**config.mk**
```make
export PLATFORM = sky130hd
export DESIGN_NAME = nmea_gga_time_position_parser
export DESIGN_NICKNAME = d
export VERILOG_FILES = /design/src/sv/nggp_pkg.sv /design/src/sv/nggp_front.sv /design/src/sv/nggp_cmd_fifo.sv /design/src/sv/nggp_back.sv /design/src/sv/nmea_gga_time_position_parser.sv
export SDC_FILE = /design/constraint.sdc
export NUM_CORES = 1
export LEC_CHECK = 0
export BUFFER_PORTS_ARGS = -buffer_cell sky130_fd_sc_hd__clkbuf_2
export CAP_MARGIN = 20
export CORE_ASPECT_RATIO = 0.7
export CORE_MARGIN = 5
export CORE_UTILIZATION = 60
export DETAILED_ROUTE_END_ITERATION = 8
export MAX_ROUTING_LAYER = met4
export PLACE_DENSITY = 0.79
export SLEW_MARGIN = 0
export SYNTH_ARGS = -nofsm -noshare
export SYNTH_HDL_FRONTEND = slang
export SYNTH_SLANG_ARGS = --single-unit
```
**constraint.sdc**
```tcl
create_clock -name clk -period 8.5 [get_ports clk]
set_input_delay 1.7 -clock clk [delete_from_list [all_inputs] [get_ports clk]]
set_output_delay 1.7 -clock clk [all_outputs]
set_load 0.02 [all_outputs]
```
**src/sv/nggp_pkg.sv**
```systemverilog
// Shared types and constants for the GGA time/position parser.
// Used by the front classifier, the command queue, the back end and the top level.
`default_nettype none

package nggp_pkg;

	// Commands passed from the front classifier to the back end
	typedef enum logic [2:0] {
		OP_CLEAR,
		OP_TIME,
		OP_LAT,
		OP_LON,
		OP_END_TIME,
		OP_END_LAT,
		OP_START_LON,
		OP_END_LON
	} op_t;

	typedef enum logic [1:0] {
		CL_DIGIT,
		CL_POINT,
		CL_OTHER
	} cls_t;

	typedef struct packed {
		op_t        op;
		cls_t       cls;
		logic [3:0] digit;
	} cmd_t;

	typedef struct packed {
		logic full;
		logic empty;
	} q_stat_t;

	localparam int QDEPTH = 8;
	localparam int QAW    = 3;

	localparam logic [7:0] CH_DOLLAR = 8'h24;
	localparam logic [7:0] CH_COMMA  = 8'h2C;
	localparam logic [7:0] CH_POINT  = 8'h2E;
	localparam logic [7:0] CH_ZERO   = 8'h30;
	localparam logic [7:0] CH_NINE   = 8'h39;

	// Field numbers, counted by commas since the dollar sign
	localparam logic [2:0] FLD_TIME = 3'd1;
	localparam logic [2:0] FLD_LAT  = 3'd2;
	localparam logic [2:0] FLD_NS   = 3'd3;
	localparam logic [2:0] FLD_LON  = 3'd4;
	localparam logic [2:0] FLD_EW   = 3'd5;

	localparam logic [2:0] TIME_CHARS = 3'd6;

	localparam int TW   = 7;
	localparam int LATW = 30;
	localparam int LONW = 34;
	localparam int MACW = LONW + 4;

	localparam logic [LATW-1:0] LAT_MAX = 30'd999999999;
	localparam logic [LONW-1:0] LON_MAX = 34'd9999999999;

endpackage

`default_nettype wire

```
**src/sv/nggp_front.sv**
```systemverilog
// Front end: accepts characters, tracks sentence and field position, and turns
// each relevant character into a command. Depends on nggp_pkg.
`default_nettype none

module nggp_front (
	input  wire                  clk,
	input  wire                  arst_n,
	input  wire                  s_tvalid,
	output logic                 s_tready,
	input  wire  [7:0]           s_tdata,   // [7:0] char_in
	input  wire                  q_full,
	output logic                 push,
	output nggp_pkg::cmd_t       cmd
);

	logic       in_sent_q;
	logic [2:0] comma_q;
	logic [2:0] comma_nxt;
	logic       acc;
	logic       want;
	logic       is_digit;

	assign s_tready  = !q_full;
	assign acc       = s_tvalid && !q_full;
	assign comma_nxt = comma_q + 3'd1;
	assign is_digit  = (s_tdata >= nggp_pkg::CH_ZERO) && (s_tdata <= nggp_pkg::CH_NINE);

	always_comb begin
		want      = 1'b0;
		cmd.op    = nggp_pkg::OP_CLEAR;
		cmd.digit = is_digit ? s_tdata[3:0] : 4'd0;
		if (is_digit) begin
			cmd.cls = nggp_pkg::CL_DIGIT;
		end else if (s_tdata == nggp_pkg::CH_POINT) begin
			cmd.cls = nggp_pkg::CL_POINT;
		end else begin
			cmd.cls = nggp_pkg::CL_OTHER;
		end

		priority if (s_tdata == nggp_pkg::CH_DOLLAR) begin
			want   = 1'b1;
			cmd.op = nggp_pkg::OP_CLEAR;
		end else if (in_sent_q && s_tdata == nggp_pkg::CH_COMMA) begin
			case (comma_nxt)
				nggp_pkg::FLD_LAT: begin
					want   = 1'b1;
					cmd.op = nggp_pkg::OP_END_TIME;
				end
				nggp_pkg::FLD_NS: begin
					want   = 1'b1;
					cmd.op = nggp_pkg::OP_END_LAT;
				end
				nggp_pkg::FLD_LON: begin
					want   = 1'b1;
					cmd.op = nggp_pkg::OP_START_LON;
				end
				nggp_pkg::FLD_EW: begin
					want   = 1'b1;
					cmd.op = nggp_pkg::OP_END_LON;
				end
				default: want = 1'b0;
			endcase
		end else if (in_sent_q) begin
			case (comma_q)
				nggp_pkg::FLD_TIME: begin
					want   = 1'b1;
					cmd.op = nggp_pkg::OP_TIME;
				end
				nggp_pkg::FLD_LAT: begin
					want   = 1'b1;
					cmd.op = nggp_pkg::OP_LAT;
				end
				nggp_pkg::FLD_LON: begin
					want   = 1'b1;
					cmd.op = nggp_pkg::OP_LON;
				end
				default: want = 1'b0;
			endcase
		end else begin
			// drop characters outside a sentence
			want = 1'b0;
		end
	end

	assign push = acc && want;

	always_ff @(posedge clk or negedge arst_n) begin
		if (!arst_n) begin
			in_sent_q <= 1'b0;
			comma_q   <= 3'd0;
		end else if (acc) begin
			if (s_tdata == nggp_pkg::CH_DOLLAR) begin
				in_sent_q <= 1'b1;
				comma_q   <= 3'd0;
			end else if (in_sent_q && s_tdata == nggp_pkg::CH_COMMA) begin
				comma_q <= comma_nxt;
				// sentence ends with the field after longitude
				if (comma_nxt == nggp_pkg::FLD_EW) begin
					in_sent_q <= 1'b0;
				end
			end
		end
	end

endmodule

`default_nettype wire

```
**src/sv/nggp_cmd_fifo.sv**
```systemverilog
// Short command queue between the front classifier and the back end.
// Depends on nggp_pkg for the command type and queue depth.
`default_nettype none

module nggp_cmd_fifo (
	input  wire                  clk,
	input  wire                  arst_n,
	input  wire                  push,
	input  nggp_pkg::cmd_t       wr_cmd,
	input  wire                  pop,
	output nggp_pkg::cmd_t       rd_cmd,
	output nggp_pkg::q_stat_t    stat
);

	nggp_pkg::cmd_t       mem_q [nggp_pkg::QDEPTH];
	logic [nggp_pkg::QAW-1:0] wr_q;
	logic [nggp_pkg::QAW-1:0] rd_q;
	logic [nggp_pkg::QAW:0]   cnt_q;
	logic                     do_push;
	logic                     do_pop;

	assign stat.full  = (cnt_q == (nggp_pkg::QAW+1)'(nggp_pkg::QDEPTH));
	assign stat.empty = (cnt_q == '0);
	assign do_push    = push && !stat.full;
	assign do_pop     = pop && !stat.empty;
	assign rd_cmd     = mem_q[rd_q];

	always_ff @(posedge clk) begin
		if (do_push) begin
			mem_q[wr_q] <= wr_cmd;
		end
	end

	always_ff @(posedge clk or negedge arst_n) begin
		if (!arst_n) begin
			wr_q  <= '0;
			rd_q  <= '0;
			cnt_q <= '0;
		end else begin
			if (do_push) begin
				wr_q <= wr_q + 1'b1;
			end
			if (do_pop) begin
				rd_q <= rd_q + 1'b1;
			end
			unique case ({do_push, do_pop})
				2'b10:   cnt_q <= cnt_q + 1'b1;
				2'b01:   cnt_q <= cnt_q - 1'b1;
				default: cnt_q <= cnt_q;
			endcase
		end
	end

endmodule

`default_nettype wire

```
**src/sv/nggp_back.sv**
```systemverilog
// Back end: executes commands on the time digits, with their own times-ten adder, and on the two
// fixed-point accumulators through one shared times-ten unit, and holds the result register.
// Depends on nggp_pkg.
`default_nettype none

module nggp_back #(
	parameter int FRACTION_DIGITS = 5
) (
	input  wire                          clk,
	input  wire                          arst_n,
	input  nggp_pkg::cmd_t               cmd,
	input  wire                          cmd_valid,
	output logic                         pop,
	output logic                         m_tvalid,
	input  wire                          m_tready,
	output logic [nggp_pkg::TW-1:0]      hour,
	output logic [nggp_pkg::TW-1:0]      minute,
	output logic [nggp_pkg::TW-1:0]      second,
	output logic [nggp_pkg::LATW-1:0]    latitude_fixed,
	output logic [nggp_pkg::LONW-1:0]    longitude_fixed,
	output logic                         bad_digit,
	output logic                         saturated
);

	localparam int FW = $clog2(FRACTION_DIGITS + 1);
	localparam logic [FW-1:0] FD_N = FW'(FRACTION_DIGITS);

	logic [nggp_pkg::TW-1:0]   hour_q, min_q, sec_q;
	logic [nggp_pkg::TW-1:0]   hour_d, min_d, sec_d;
	logic [2:0]                pos_q, pos_d;
	logic [nggp_pkg::LATW-1:0] lat_q, lat_d;
	logic [nggp_pkg::LONW-1:0] lon_q, lon_d;
	logic                      point_q, point_d;
	logic [FW-1:0]             frac_q, frac_d;
	logic                      bad_q, bad_d;
	logic                      sat_q, sat_d;
	logic                      out_valid_q;
	logic                      load;
	logic                      out_free;

	logic                      use_lon;
	logic                      pad_op;
	logic [nggp_pkg::LONW-1:0] mac_acc;
	logic [nggp_pkg::LONW-1:0] mac_max;
	logic [3:0]                mac_dig;
	logic [nggp_pkg::MACW-1:0] mac_prod;
	logic                      mac_ovf;
	logic [nggp_pkg::LONW-1:0] mac_res;

	logic [nggp_pkg::TW-1:0]   slot_v;
	logic [3:0]                t_dig;
	logic [10:0]               t_sum;
	logic [nggp_pkg::TW-1:0]   t_res;
	logic                      time_open;
	logic                      frac_open;
	logic                      take_digit;

	assign out_free  = !out_valid_q || m_tready;
	assign time_open = pos_q < nggp_pkg::TIME_CHARS;
	assign frac_open = frac_q < FD_N;

	// shared multiply-by-ten-and-add with saturation
	assign use_lon = (cmd.op == nggp_pkg::OP_LON) || (cmd.op == nggp_pkg::OP_END_LON);
	assign pad_op  = (cmd.op == nggp_pkg::OP_END_LAT) || (cmd.op == nggp_pkg::OP_END_LON);
	assign mac_acc = use_lon ? lon_q : nggp_pkg::LONW'(lat_q);
	assign mac_max = use_lon ? nggp_pkg::LON_MAX : nggp_pkg::LONW'(nggp_pkg::LAT_MAX);
	assign mac_dig = pad_op ? 4'd0 : cmd.digit;
	assign mac_prod = {1'b0, mac_acc, 3'b000} + {3'b000, mac_acc, 1'b0}
		+ nggp_pkg::MACW'(mac_dig);
	assign mac_ovf = mac_prod > nggp_pkg::MACW'(mac_max);
	assign mac_res = mac_ovf ? mac_max : mac_prod[nggp_pkg::LONW-1:0];

	// time digit pair update, wraps to seven bits
	always_comb begin
		unique case (pos_q[2:1])
			2'd0:    slot_v = hour_q;
			2'd1:    slot_v = min_q;
			default: slot_v = sec_q;
		endcase
	end
	assign t_dig = (cmd.op == nggp_pkg::OP_TIME && cmd.cls == nggp_pkg::CL_DIGIT) ?
		cmd.digit : 4'd0;
	assign t_sum = {1'b0, slot_v, 3'b000} + {3'b000, slot_v, 1'b0} + 11'(t_dig);
	assign t_res = t_sum[nggp_pkg::TW-1:0];

	assign take_digit = !point_q || frac_open;

	always_comb begin
		hour_d  = hour_q;
		min_d   = min_q;
		sec_d   = sec_q;
		pos_d   = pos_q;
		lat_d   = lat_q;
		lon_d   = lon_q;
		point_d = point_q;
		frac_d  = frac_q;
		bad_d   = bad_q;
		sat_d   = sat_q;
		pop     = 1'b0;
		load    = 1'b0;

		if (cmd_valid) begin
			unique case (cmd.op)
				nggp_pkg::OP_CLEAR: begin
					hour_d  = '0;
					min_d   = '0;
					sec_d   = '0;
					pos_d   = '0;
					lat_d   = '0;
					lon_d   = '0;
					point_d = 1'b0;
					frac_d  = '0;
					bad_d   = 1'b0;
					sat_d   = 1'b0;
					pop     = 1'b1;
				end
				nggp_pkg::OP_TIME, nggp_pkg::OP_END_TIME: begin
					if (time_open) begin
						unique case (pos_q[2:1])
							2'd0:    hour_d = t_res;
							2'd1:    min_d  = t_res;
							default: sec_d  = t_res;
						endcase
						pos_d = pos_q + 3'd1;
						if (cmd.op == nggp_pkg::OP_END_TIME || cmd.cls != nggp_pkg::CL_DIGIT) begin
							bad_d = 1'b1;
						end
					end
					// padding: hold the comma until all six time digits are in
					if (cmd.op == nggp_pkg::OP_TIME) begin
						pop = 1'b1;
					end else if (!time_open) begin
						point_d = 1'b0;
						frac_d  = '0;
						pop     = 1'b1;
					end
				end
				nggp_pkg::OP_LAT, nggp_pkg::OP_LON: begin
					pop = 1'b1;
					unique case (cmd.cls)
						nggp_pkg::CL_DIGIT: begin
							if (take_digit) begin
								if (use_lon) begin
									lon_d = mac_res;
								end else begin
									lat_d = mac_res[nggp_pkg::LATW-1:0];
								end
								sat_d = sat_q | mac_ovf;
								if (point_q) begin
									frac_d = frac_q + 1'b1;
								end
							end
						end
						nggp_pkg::CL_POINT: begin
							if (point_q) begin
								bad_d = 1'b1;
							end else begin
								point_d = 1'b1;
							end
						end
						default: bad_d = 1'b1;
					endcase
				end
				nggp_pkg::OP_END_LAT: begin
					if (frac_open) begin
						lat_d  = mac_res[nggp_pkg::LATW-1:0];
						sat_d  = sat_q | mac_ovf;
						frac_d = frac_q + 1'b1;
					end else begin
						pop = 1'b1;
					end
				end
				nggp_pkg::OP_START_LON: begin
					point_d = 1'b0;
					frac_d  = '0;
					pop     = 1'b1;
				end
				nggp_pkg::OP_END_LON: begin
					if (frac_open) begin
						lon_d  = mac_res;
						sat_d  = sat_q | mac_ovf;
						frac_d = frac_q + 1'b1;
					end else if (out_free) begin
						load = 1'b1;
						pop  = 1'b1;
					end
				end
				default: pop = 1'b0;
			endcase
		end
	end

	always_ff @(posedge clk or negedge arst_n) begin
		if (!arst_n) begin
			hour_q      <= '0;
			min_q       <= '0;
			sec_q       <= '0;
			pos_q       <= '0;
			lat_q       <= '0;
			lon_q       <= '0;
			point_q     <= 1'b0;
			frac_q      <= '0;
			bad_q       <= 1'b0;
			sat_q       <= 1'b0;
			out_valid_q <= 1'b0;
		end else begin
			hour_q  <= hour_d;
			min_q   <= min_d;
			sec_q   <= sec_d;
			pos_q   <= pos_d;
			lat_q   <= lat_d;
			lon_q   <= lon_d;
			point_q <= point_d;
			frac_q  <= frac_d;
			bad_q   <= bad_d;
			sat_q   <= sat_d;
			if (load) begin
				out_valid_q <= 1'b1;
			end else if (m_tready) begin
				out_valid_q <= 1'b0;
			end
		end
	end

	always_ff @(posedge clk) begin
		if (load) begin
			hour            <= hour_q;
			minute          <= min_q;
			second          <= sec_q;
			latitude_fixed  <= lat_q;
			longitude_fixed <= lon_q;
			bad_digit       <= bad_q;
			saturated       <= sat_q;
		end
	end

	assign m_tvalid = out_valid_q;

endmodule

`default_nettype wire

```
**src/sv/nmea_gga_time_position_parser.sv**
```systemverilog
// GGA time/position parser top level: front classifier, command queue, back end.
// Takes one character per cycle while the command queue has room. At field-closing commas
// the back end pads missing time or fraction digits, holding the comma at the queue head
// (the queue hides most of this). The result register loads when the closing comma is
// executed, after padding and any queue backlog. Reset clears all parser and queue state.
// Depends on nggp_pkg, nggp_front, nggp_cmd_fifo and nggp_back.
`default_nettype none

module nmea_gga_time_position_parser #(
	parameter int FRACTION_DIGITS = 5
) (
	input  wire          clk,
	input  wire          arst_n,
	input  wire          s_tvalid,
	output logic         s_tready,
	input  wire  [7:0]   s_tdata,   // [7:0] char_in
	output logic         m_tvalid,
	input  wire          m_tready,
	// [6:0] hour, [13:7] minute, [20:14] second, [50:21] latitude_fixed,
	// [84:51] longitude_fixed, [87:85] zero
	output logic [87:0]  m_tdata,
	output logic [1:0]   m_tuser    // [0] bad_digit, [1] saturated
);

	nggp_pkg::cmd_t    push_cmd;
	nggp_pkg::cmd_t    head_cmd;
	nggp_pkg::q_stat_t q_stat;
	logic              push;
	logic              pop;

	logic [nggp_pkg::TW-1:0]   hour;
	logic [nggp_pkg::TW-1:0]   minute;
	logic [nggp_pkg::TW-1:0]   second;
	logic [nggp_pkg::LATW-1:0] latitude_fixed;
	logic [nggp_pkg::LONW-1:0] longitude_fixed;
	logic                      bad_digit;
	logic                      saturated;

	nggp_front u_front (
		.clk      (clk),
		.arst_n   (arst_n),
		.s_tvalid (s_tvalid),
		.s_tready (s_tready),
		.s_tdata  (s_tdata),
		.q_full   (q_stat.full),
		.push     (push),
		.cmd      (push_cmd)
	);

	nggp_cmd_fifo u_fifo (
		.clk    (clk),
		.arst_n (arst_n),
		.push   (push),
		.wr_cmd (push_cmd),
		.pop    (pop),
		.rd_cmd (head_cmd),
		.stat   (q_stat)
	);

	nggp_back #(
		.FRACTION_DIGITS (FRACTION_DIGITS)
	) u_back (
		.clk             (clk),
		.arst_n          (arst_n),
		.cmd             (head_cmd),
		.cmd_valid       (!q_stat.empty),
		.pop             (pop),
		.m_tvalid        (m_tvalid),
		.m_tready        (m_tready),
		.hour            (hour),
		.minute          (minute),
		.second          (second),
		.latitude_fixed  (latitude_fixed),
		.longitude_fixed (longitude_fixed),
		.bad_digit       (bad_digit),
		.saturated       (saturated)
	);

	assign m_tdata = {3'b000, longitude_fixed, latitude_fixed, second, minute, hour};
	assign m_tuser = {saturated, bad_digit};

	a_q_state: assert property (@(posedge clk) disable iff (!arst_n)
		!(q_stat.full && q_stat.empty))
		else $error("queue reports full and empty");

	a_pop_nonempty: assert property (@(posedge clk) disable iff (!arst_n)
		pop |-> !q_stat.empty)
		else $error("back end consumed from an empty queue");

	a_lat_range: assert property (@(posedge clk) disable iff (!arst_n)
		m_tvalid |-> (latitude_fixed <= nggp_pkg::LAT_MAX))
		else $error("latitude above saturation limit");

	a_lon_range: assert property (@(posedge clk) disable iff (!arst_n)
		m_tvalid |-> (longitude_fixed <= nggp_pkg::LON_MAX))
		else $error("longitude above saturation limit");

endmodule

`default_nettype wire

```
==> run metrics, run 1 <==
run status=completed; Synth warnings=0; MaxCap Viol Count=0; Clock transition at path regs=0.07 ns; Static Leak=7.149 nW; Post-layout nets=1,487; Most used DFF post-synth=edfxtp_1; Max clock buf depth=3; full die area=27,250 µm²; internal power=2.901 mW; most frequent cells in the layout=nand2_1 (204), edfxtp_1 (159), dfrtp_1 (109), ha_1 (102), clkbuf_2 (99); first-pass GRT wire length=60,520 µm; vias in the first global route=10,224; initial core utilization=60.93%; Clk Latency, worst-skew pair=0.54 ns; Final Skew=0.01378 ns; ys async rst share=40.67%; Yosys reg bits=268; gp weighted congestion=1.028; endpoints failing setup=0; min-delay worst type=flip-flop to flip-flop; Worst setup SP type=flip-flop; post-synthesis cell count=1,271; Slew HR=25.74%; power per cell area=309.2 nW/µm²; Routed WL=38,750 µm; largest area contributor in the netlist=edfxtp_1; Seq pwr share=33.8%; detail-routed via count per cell=6.331; clock power share=24.4%; register area share after synthesis=52.08%; die height=139.6 µm; Cell Rows=47; DRT antenna net count=0; layout cells sized above 1=17.36%; placeable core area=23,640 µm²; number of remaining DRC errors=0; Logic pwr share=41.8%; number of distinct library cells after synthesis=80; Final Non-Filler Cells=1,707; largest net degree at the start of global routing=68; setup repair bufs after CTS=0; CP Class=flip-flop to flip-flop; CTS Sinks=268; # resized after CTS=0; drt first pass iters=6; top cells by area, synth=edfxtp_1 (33%), dfrtp_1 (19%), ha_1 (8.9%); Psw=2.086 mW; CP endpoint kind=flip-flop; Root Driver=clkbuf_16; Worst Max-Slew Pin Slew=1.111 ns; synthesized area=14,400 µm²; Die Width=195.2 µm; min cycle time layout=7.636 ns; Area Growth Syn to Fin=11.98%; Slew Viols, Final=0; CTS HTree Levels=1; CTS tree=built; antenna violations before repair=1; PortBufs=100; Total Neg Setup Slack=0 ns; total I/O pin count=104; Yosys top cell area share=33.15%; critical path peak fanout=37; maximum achievable frequency=131.0 MHz; Total Routing Usage GR=28.85%; total CTS buffers=26; post-DR wirelength/cell=22.70 µm; unrepaired setup endpoints after global routing=false; final hold vios=0; switching power share of the total=41.84%; most common cell after layout, fill and taps aside=nand2_1; placed cell count=1,658; CTS Hold Buffers Added=0; 1st-iter DRT viols=1,221; GRT overflow=0; syn_area_per_cell=11.33 µm²; Max rail drop VDD=0.2643 mV; crit path DAT=8.02 ns; HPWL after DPL=27,780 µm; CP required=8.88 ns; period utilization=89.84%; EDFF count, synth=159; vias=10,807
-- critical path: stages, from the launching register on --
cell and delay, ns:
dfrtp_1 0.75, mux4_2 0.63, nand3_1 0.16, o21ai_4 0.08, inv_2 0.63, nand2_1 0.11, nand2_1 0.11, inv_1 0.06
fa_1 0.42, inv_1 0.09, ha_1 0.30, o211ai_1 0.23, o21ai_2 0.29, a31o_2 0.21, o21ai_1 0.07, buf_4 0.16
o31ai_1 0.48, a21boi_0 0.27, xnor2_1 0.47, ha_1 0.33, and3_1 0.18, nand3_1 0.11, nor2_1 0.05, o211a_1 0.11
o211a_1 0.16, o21a_4 0.30, o21ai_2 0.57, nand2_1 0.12
-- final cells by class --
class                           count  area (µm²)
Inverter                           41       153.9
Multi-Input combinational cell    912        6528
Tap cell                          318       397.9
Antenna cell                        1       2.502
Sequential cell                   268        7502
Clock inverter                     16       216.5
Timing Repair Buffer              119       645.6
Fill cell                        1769        7511
Clock buffer                       32       683.2
-- layer usage --
layer | vias up | GRT usage, % | wire (µm) | part of all wire (%)
li1 | 4914 | - | - | -
met1 | 5250 | 45.75 | 18000 | 46
met2 | 594 | 38.49 | 15790 | 41
met3 | 49 | 7.055 | 4414 | 11
met4 | 0 | 4.297 | 553 | 1.4
met5 | - | - | 0 | 0
-- metrics by stage --
stage	cell area, µm²	power (mW)	hold slack (ns)	utilization [%]	setup slack [ns]
2_1_floorplan	14410	3.089	0.4194	-	2.439
3_3_place_gp	15230	3.656	0.4334	64.41	1.201
3_5_place_dp	15230	3.715	0.4394	64.41	1.054
4_1_cts	16130	4.939	0.4508	68.22	1.005
5_1_grt	16130	5.236	0.4752	68.23	0.5033
6_report	16130	4.987	0.4501	68.23	0.8639
-- synthesized netlist by cell type (3+ instances only) --
cell type / instances
xor2_1: 14
a21oi_2: 3
nand4_1: 12
buf_4: 6
mux2i_1: 17
o21a_1: 11
nor4_1: 6
a21o_1: 21
a2111oi_0: 3
a221o_1: 12
nand3_1: 20
o21ai_1: 5
edfxtp_1: 159
nand2_1: 204
mux4_2: 18
a22oi_1: 20
or2_2: 7
o211ai_1: 7
fa_1: 5
xnor2_1: 22
nor2b_1: 5
buf_6: 4
mux2_2: 30
nand2b_1: 11
ha_1: 102
a211oi_1: 10
buf_2: 9
nor2_1: 63
nor3b_1: 6
and4_1: 7
o21ai_2: 4
o31ai_1: 6
a21boi_0: 5
o211a_1: 5
dfrtp_1: 109
o21ai_0: 81
a22o_1: 14
a311oi_1: 3
and2_1: 12
clkbuf_1: 31
nor3_1: 29
inv_1: 39
a31oi_1: 6
and3_1: 10
a21oi_1: 53
-- kinds of logic after synthesis --
| kind of cell | synth area share (%) |
|---|---|
| compound gates | 13.87 |
| mux | 6.437 |
| buf+inv | 2.867 |
| other cells | 0.02603 |
| xor+xnor | 2.189 |
| fa+ha+maj | 9.555 |
| simple gates | 12.97 |
| flops | 52.08 |
-- power by group through the flow --
stage | Clock, mW | Combinational [mW] | Sequential (mW)
after detailed placement | 0 | 2.01 | 1.71
after CTS | 1.23 | 2.03 | 1.68
after floorplan | 0 | 1.48 | 1.61
after global routing | 1.29 | 2.25 | 1.70
after global placement | 0 | 1.95 | 1.70
final | 1.22 | 2.08 | 1.69
-- sequential cells by signal, indices dropped and copies added (netlist names), 3 cells and up --
signal	flops
u_back.second	7
u_back.sec_q	7
u_back.lon_q	34
u_back.lat_q	30
u_back.minute	7
u_back.min_q	7
u_back.hour_q	7
u_front.comma_q	3
u_fifo.cnt_q	4
u_back.longitude_fixed	34
u_fifo.mem_q	72
u_back.pos_q	3
u_fifo.rd_q	3
u_fifo.wr_q	3
u_back.frac_q	3
u_back.hour	7
u_back.latitude_fixed	30
-- path summary, 6_finish.rpt --
| path | cells after the start | startpoint | slack (ns) | end |
|---|---|---|---|---|
| max | 27 | u_fifo.rd_q[0] | 0.86 | u_back.lat_q[2] |
| min | 0 | u_back.sec_q[6] | 0.45 | u_back.second[6] |
| max reg2reg | 27 | u_fifo.rd_q[0] | 0.86 | u_back.lat_q[2] |
| min reg2reg | 0 | u_back.sec_q[6] | 0.45 | u_back.second[6] |
| max in group asynchronous | 2 | arst_n | 6.00 | u_back.frac_q[1] |
| min in group asynchronous | 1 | arst_n | 1.16 | u_back.lat_q[14] |
Note: power is estimated with default switching activity, not from simulation.
==> inputs of run 2 (changes only) <==
ABC_AREA = 1   (was unset)
CORE_MARGIN = 2   (was 5)
CTS_BUF_LIST = sky130_fd_sc_hd__clkbuf_8   (was unset)
==> run 2 against run 1 <==
Synthesized cell count increased by 37%; global-route usage increased by 2.1 points; via count increased by 15%; combinational power increased by 28%; design area increased by 5.0%; hold slack got worse by 0.013 ns; maximum frequency increased by 6.9%; die area decreased by 1.7%; clock power decreased by 3%; critical endpoint is now u_back.lon_q[3]; largest power group unchanged.
==> run metrics, run 2 <==
run status=completed; Max rail drop VDD=0.2187 mV (-17%); Worst setup SP type=flip-flop; Cell Rows=48 (+2.1%); Synth top cells by count=nand2_1 (532), inv_1 (237), edfxtp_1 (159), nor2_1 (124), dfrtp_1 (109); Fillers=1,953 (+10%); most frequent cells in the layout=nand2_1 (531), inv_1 (246), edfxtp_1 (159), nor2_1 (123), dfrtp_1 (109); Yosys top cell area share=31.25% (-1.9 points); crit path DAT=7.53 ns (-0.49 ns); Tot Pwr=5.566 mW (+12%); post-synthesis cell count=1,743 (+37%); CTS HTree Levels=2 (+1); Worst Max-Slew Pin Slew=1.150 ns (+0.03855 ns); Antenna diodes=0 (-1); Clk Latency, worst-skew pair=0.57 ns (+0.03 ns); unrepaired setup endpoints after global routing=false; CTS tree=built; vias=12,376 (+15%); Final Skew=0.04339 ns (+0.02962 ns); Synth warnings=0 (unchanged); die height=137.5 µm (-1.5%); antenna violations before repair=0 (-1); Slew Viols, Final=0 (unchanged); CP required=8.88 ns (about the same); Clock transition at path regs=0.07 ns (about the same); initial core utilization=61.60% (+0.67 points); min-delay worst type=flip-flop to flip-flop; largest area contributor in the netlist=edfxtp_1; PortBufs=100 (unchanged); total CTS buffers=41 (+58%); full die area=26,780 µm² (-1.7%); EDFF count, synth=159 (unchanged); final hold vios=0 (unchanged); number of distinct library cells after synthesis=62 (-23%); setup repair bufs after CTS=0 (unchanged); Total Routing Usage GR=30.92% (+2.1 points); layout cells sized above 1=14.17% (-3.2 points); endpoints failing setup=0 (unchanged); first-pass GRT wire length=61,890 µm (+2.3%); Yosys reg bits=268 (unchanged); Root Driver=clkbuf_8; Routed WL=39,220 µm (+1.2%); drt first pass iters=5 (-1); syn_area_per_cell=8.766 µm² (-23%); min cycle time layout=7.146 ns (-0.4902 ns); Max clock buf depth=3 (unchanged); Slew HR=23.06% (-2.7 points); CP Class=flip-flop to flip-flop; multi-input combinational cell area=6565 µm² (+0.58%); # resized after CTS=0 (unchanged); Top reg by flops=u_fifo.mem_q; register area share after synthesis=49.10% (-3.0 points); most frequent CP cell=nand2_1; largest net degree at the start of global routing=83 (+22%); synthesized area=15,280 µm² (+6.1%); Most used DFF post-synth=edfxtp_1; power per cell area=328.7 nW/µm² (+6.3%); Bufs and invs on worst path=5 (+1); gp weighted congestion=1.015 (-1.3%); total I/O pin count=104 (unchanged); CP endpoint kind=flip-flop; ys async rst share=40.67% (unchanged); top-count cell post-synth=nand2_1; MaxCap Viol Count=0 (unchanged); top cells by area, synth=edfxtp_1 (31%), dfrtp_1 (18%), nand2_1 (13%); Area Growth Syn to Fin=10.83%; max incr delay on CP=0.70 ns (-0.05 ns); placeable core area=24,800 µm² (+4.9%); 1st-iter DRT viols=1,402 (+15%); HPWL after DPL=28,960 µm (+4.2%); Total Neg Setup Slack=0 ns (unchanged); GRT overflow=0 (unchanged); period utilization=84.07% (-5.8 points); most common cell after layout, fill and taps aside=nand2_1; Largest regs=u_fifo.mem_q (72), u_back.lon_q (34), u_back.longitude_fixed (34); number of remaining DRC errors=0 (unchanged); DRT antenna net count=0 (unchanged); Largest register FFs=72 (unchanged); kind of cell adding the most delay to the critical path=simple AND/OR/NAND/NOR gates; post-DR wirelength/cell=17.70 µm (-22%); Post-layout nets=1,979 (+33%); maximum achievable frequency=139.9 MHz (+6.9%); Sequential Area=7502 µm² (unchanged); detail-routed via count per cell=5.585 (-12%); Static Leak=8.484 nW (+19%); critical path peak fanout=36 (-2.7%); CTS Sinks=268 (unchanged); CTS Hold Buffers Added=0 (unchanged); vias in the first global route=11,427 (+12%); Die Width=194.7 µm (-0.23%); crit path max-delay cell type=dfrtp_1
## run 2: cell count changes in the layout (fill, tap and decap cells not counted), sizes merged, moves of 20 or more
cell,delta
a22oi,-20
a21o,-20
nand3,+74
nand2,+362
nor2,+69
inv,+218
## run 2: per-stage QoR
step	instance area, µm²	util (%)	instances	hold WS, ns	setup WS, ns
floorplan	15290	-	1745	0.4211	2.369
global placement	15990	64.46	2139	0.4320	1.756
detailed placement	15990	64.46	2139	0.4311	1.616
CTS	16890	68.09	2213	0.4403	1.558
global route	16930	68.27	2216	0.4559	0.8350
finish	16930	68.27	2216	0.4375	1.354
## run 2: where the power goes
part	switching (mW)	internal (mW)
Clock	0.510	0.668
Sequential	0.152	1.57
Combinational	1.82	0.850
Total	2.48	3.08
## run 2: area by class of cell
cell class | instances | share of cell area, %
multi-input combinational | 1186 | 38.77
tap | 325 | 2.401
clock inverter | 26 | 1.426
sequential | 268 | 44.30
inverter | 253 | 5.660
timing repair buffer | 110 | 3.539
clock buffer | 48 | 3.901
## run 2: path summary, 6_finish.rpt
kind / slack, ns / to / startpoint / cells after the start
worst max-delay path: 1.35 / u_back.lon_q[3] / u_fifo.rd_q[0] / 34
worst min-delay path: 0.44 / u_back.longitude_fixed[8] / u_back.lon_q[8] / 0
worst max register to register: 1.35 / u_back.lon_q[3] / u_fifo.rd_q[0] / 34
worst min register to register: 0.44 / u_back.longitude_fixed[8] / u_back.lon_q[8] / 0
max in group asynchronous: 6.31 / u_back.lat_q[14] / arst_n / 3
min in group asynchronous: 1.04 / u_back.hour_q[6] / arst_n / 1
## run 2: cell families after synthesis
group / share of synthesized area [%]
buffers and inverters: 8.049
xor gates and xnor gates: 1.720
DFF: 49.10
adders and majority gates: 9.008
and+or+nand+nor: 23.71
AOI/OAI and AO/OA: 7.362
other: 0.02454
muxes: 1.032
## run 2: per-layer routing
| metal | global-route usage (%) | vias up | routed length [µm] | share of wire (%) |
|---|---|---|---|---|
| met3 | 6.952 | 56 | 4369 | 11 |
| li1 | - | 5897 | - | - |
| met1 | 47.38 | 5818 | 18470 | 47 |
| met2 | 41.76 | 605 | 15850 | 40 |
| met4 | 6.743 | 0 | 537 | 1.4 |
| met5 | - | - | 0 | 0 |
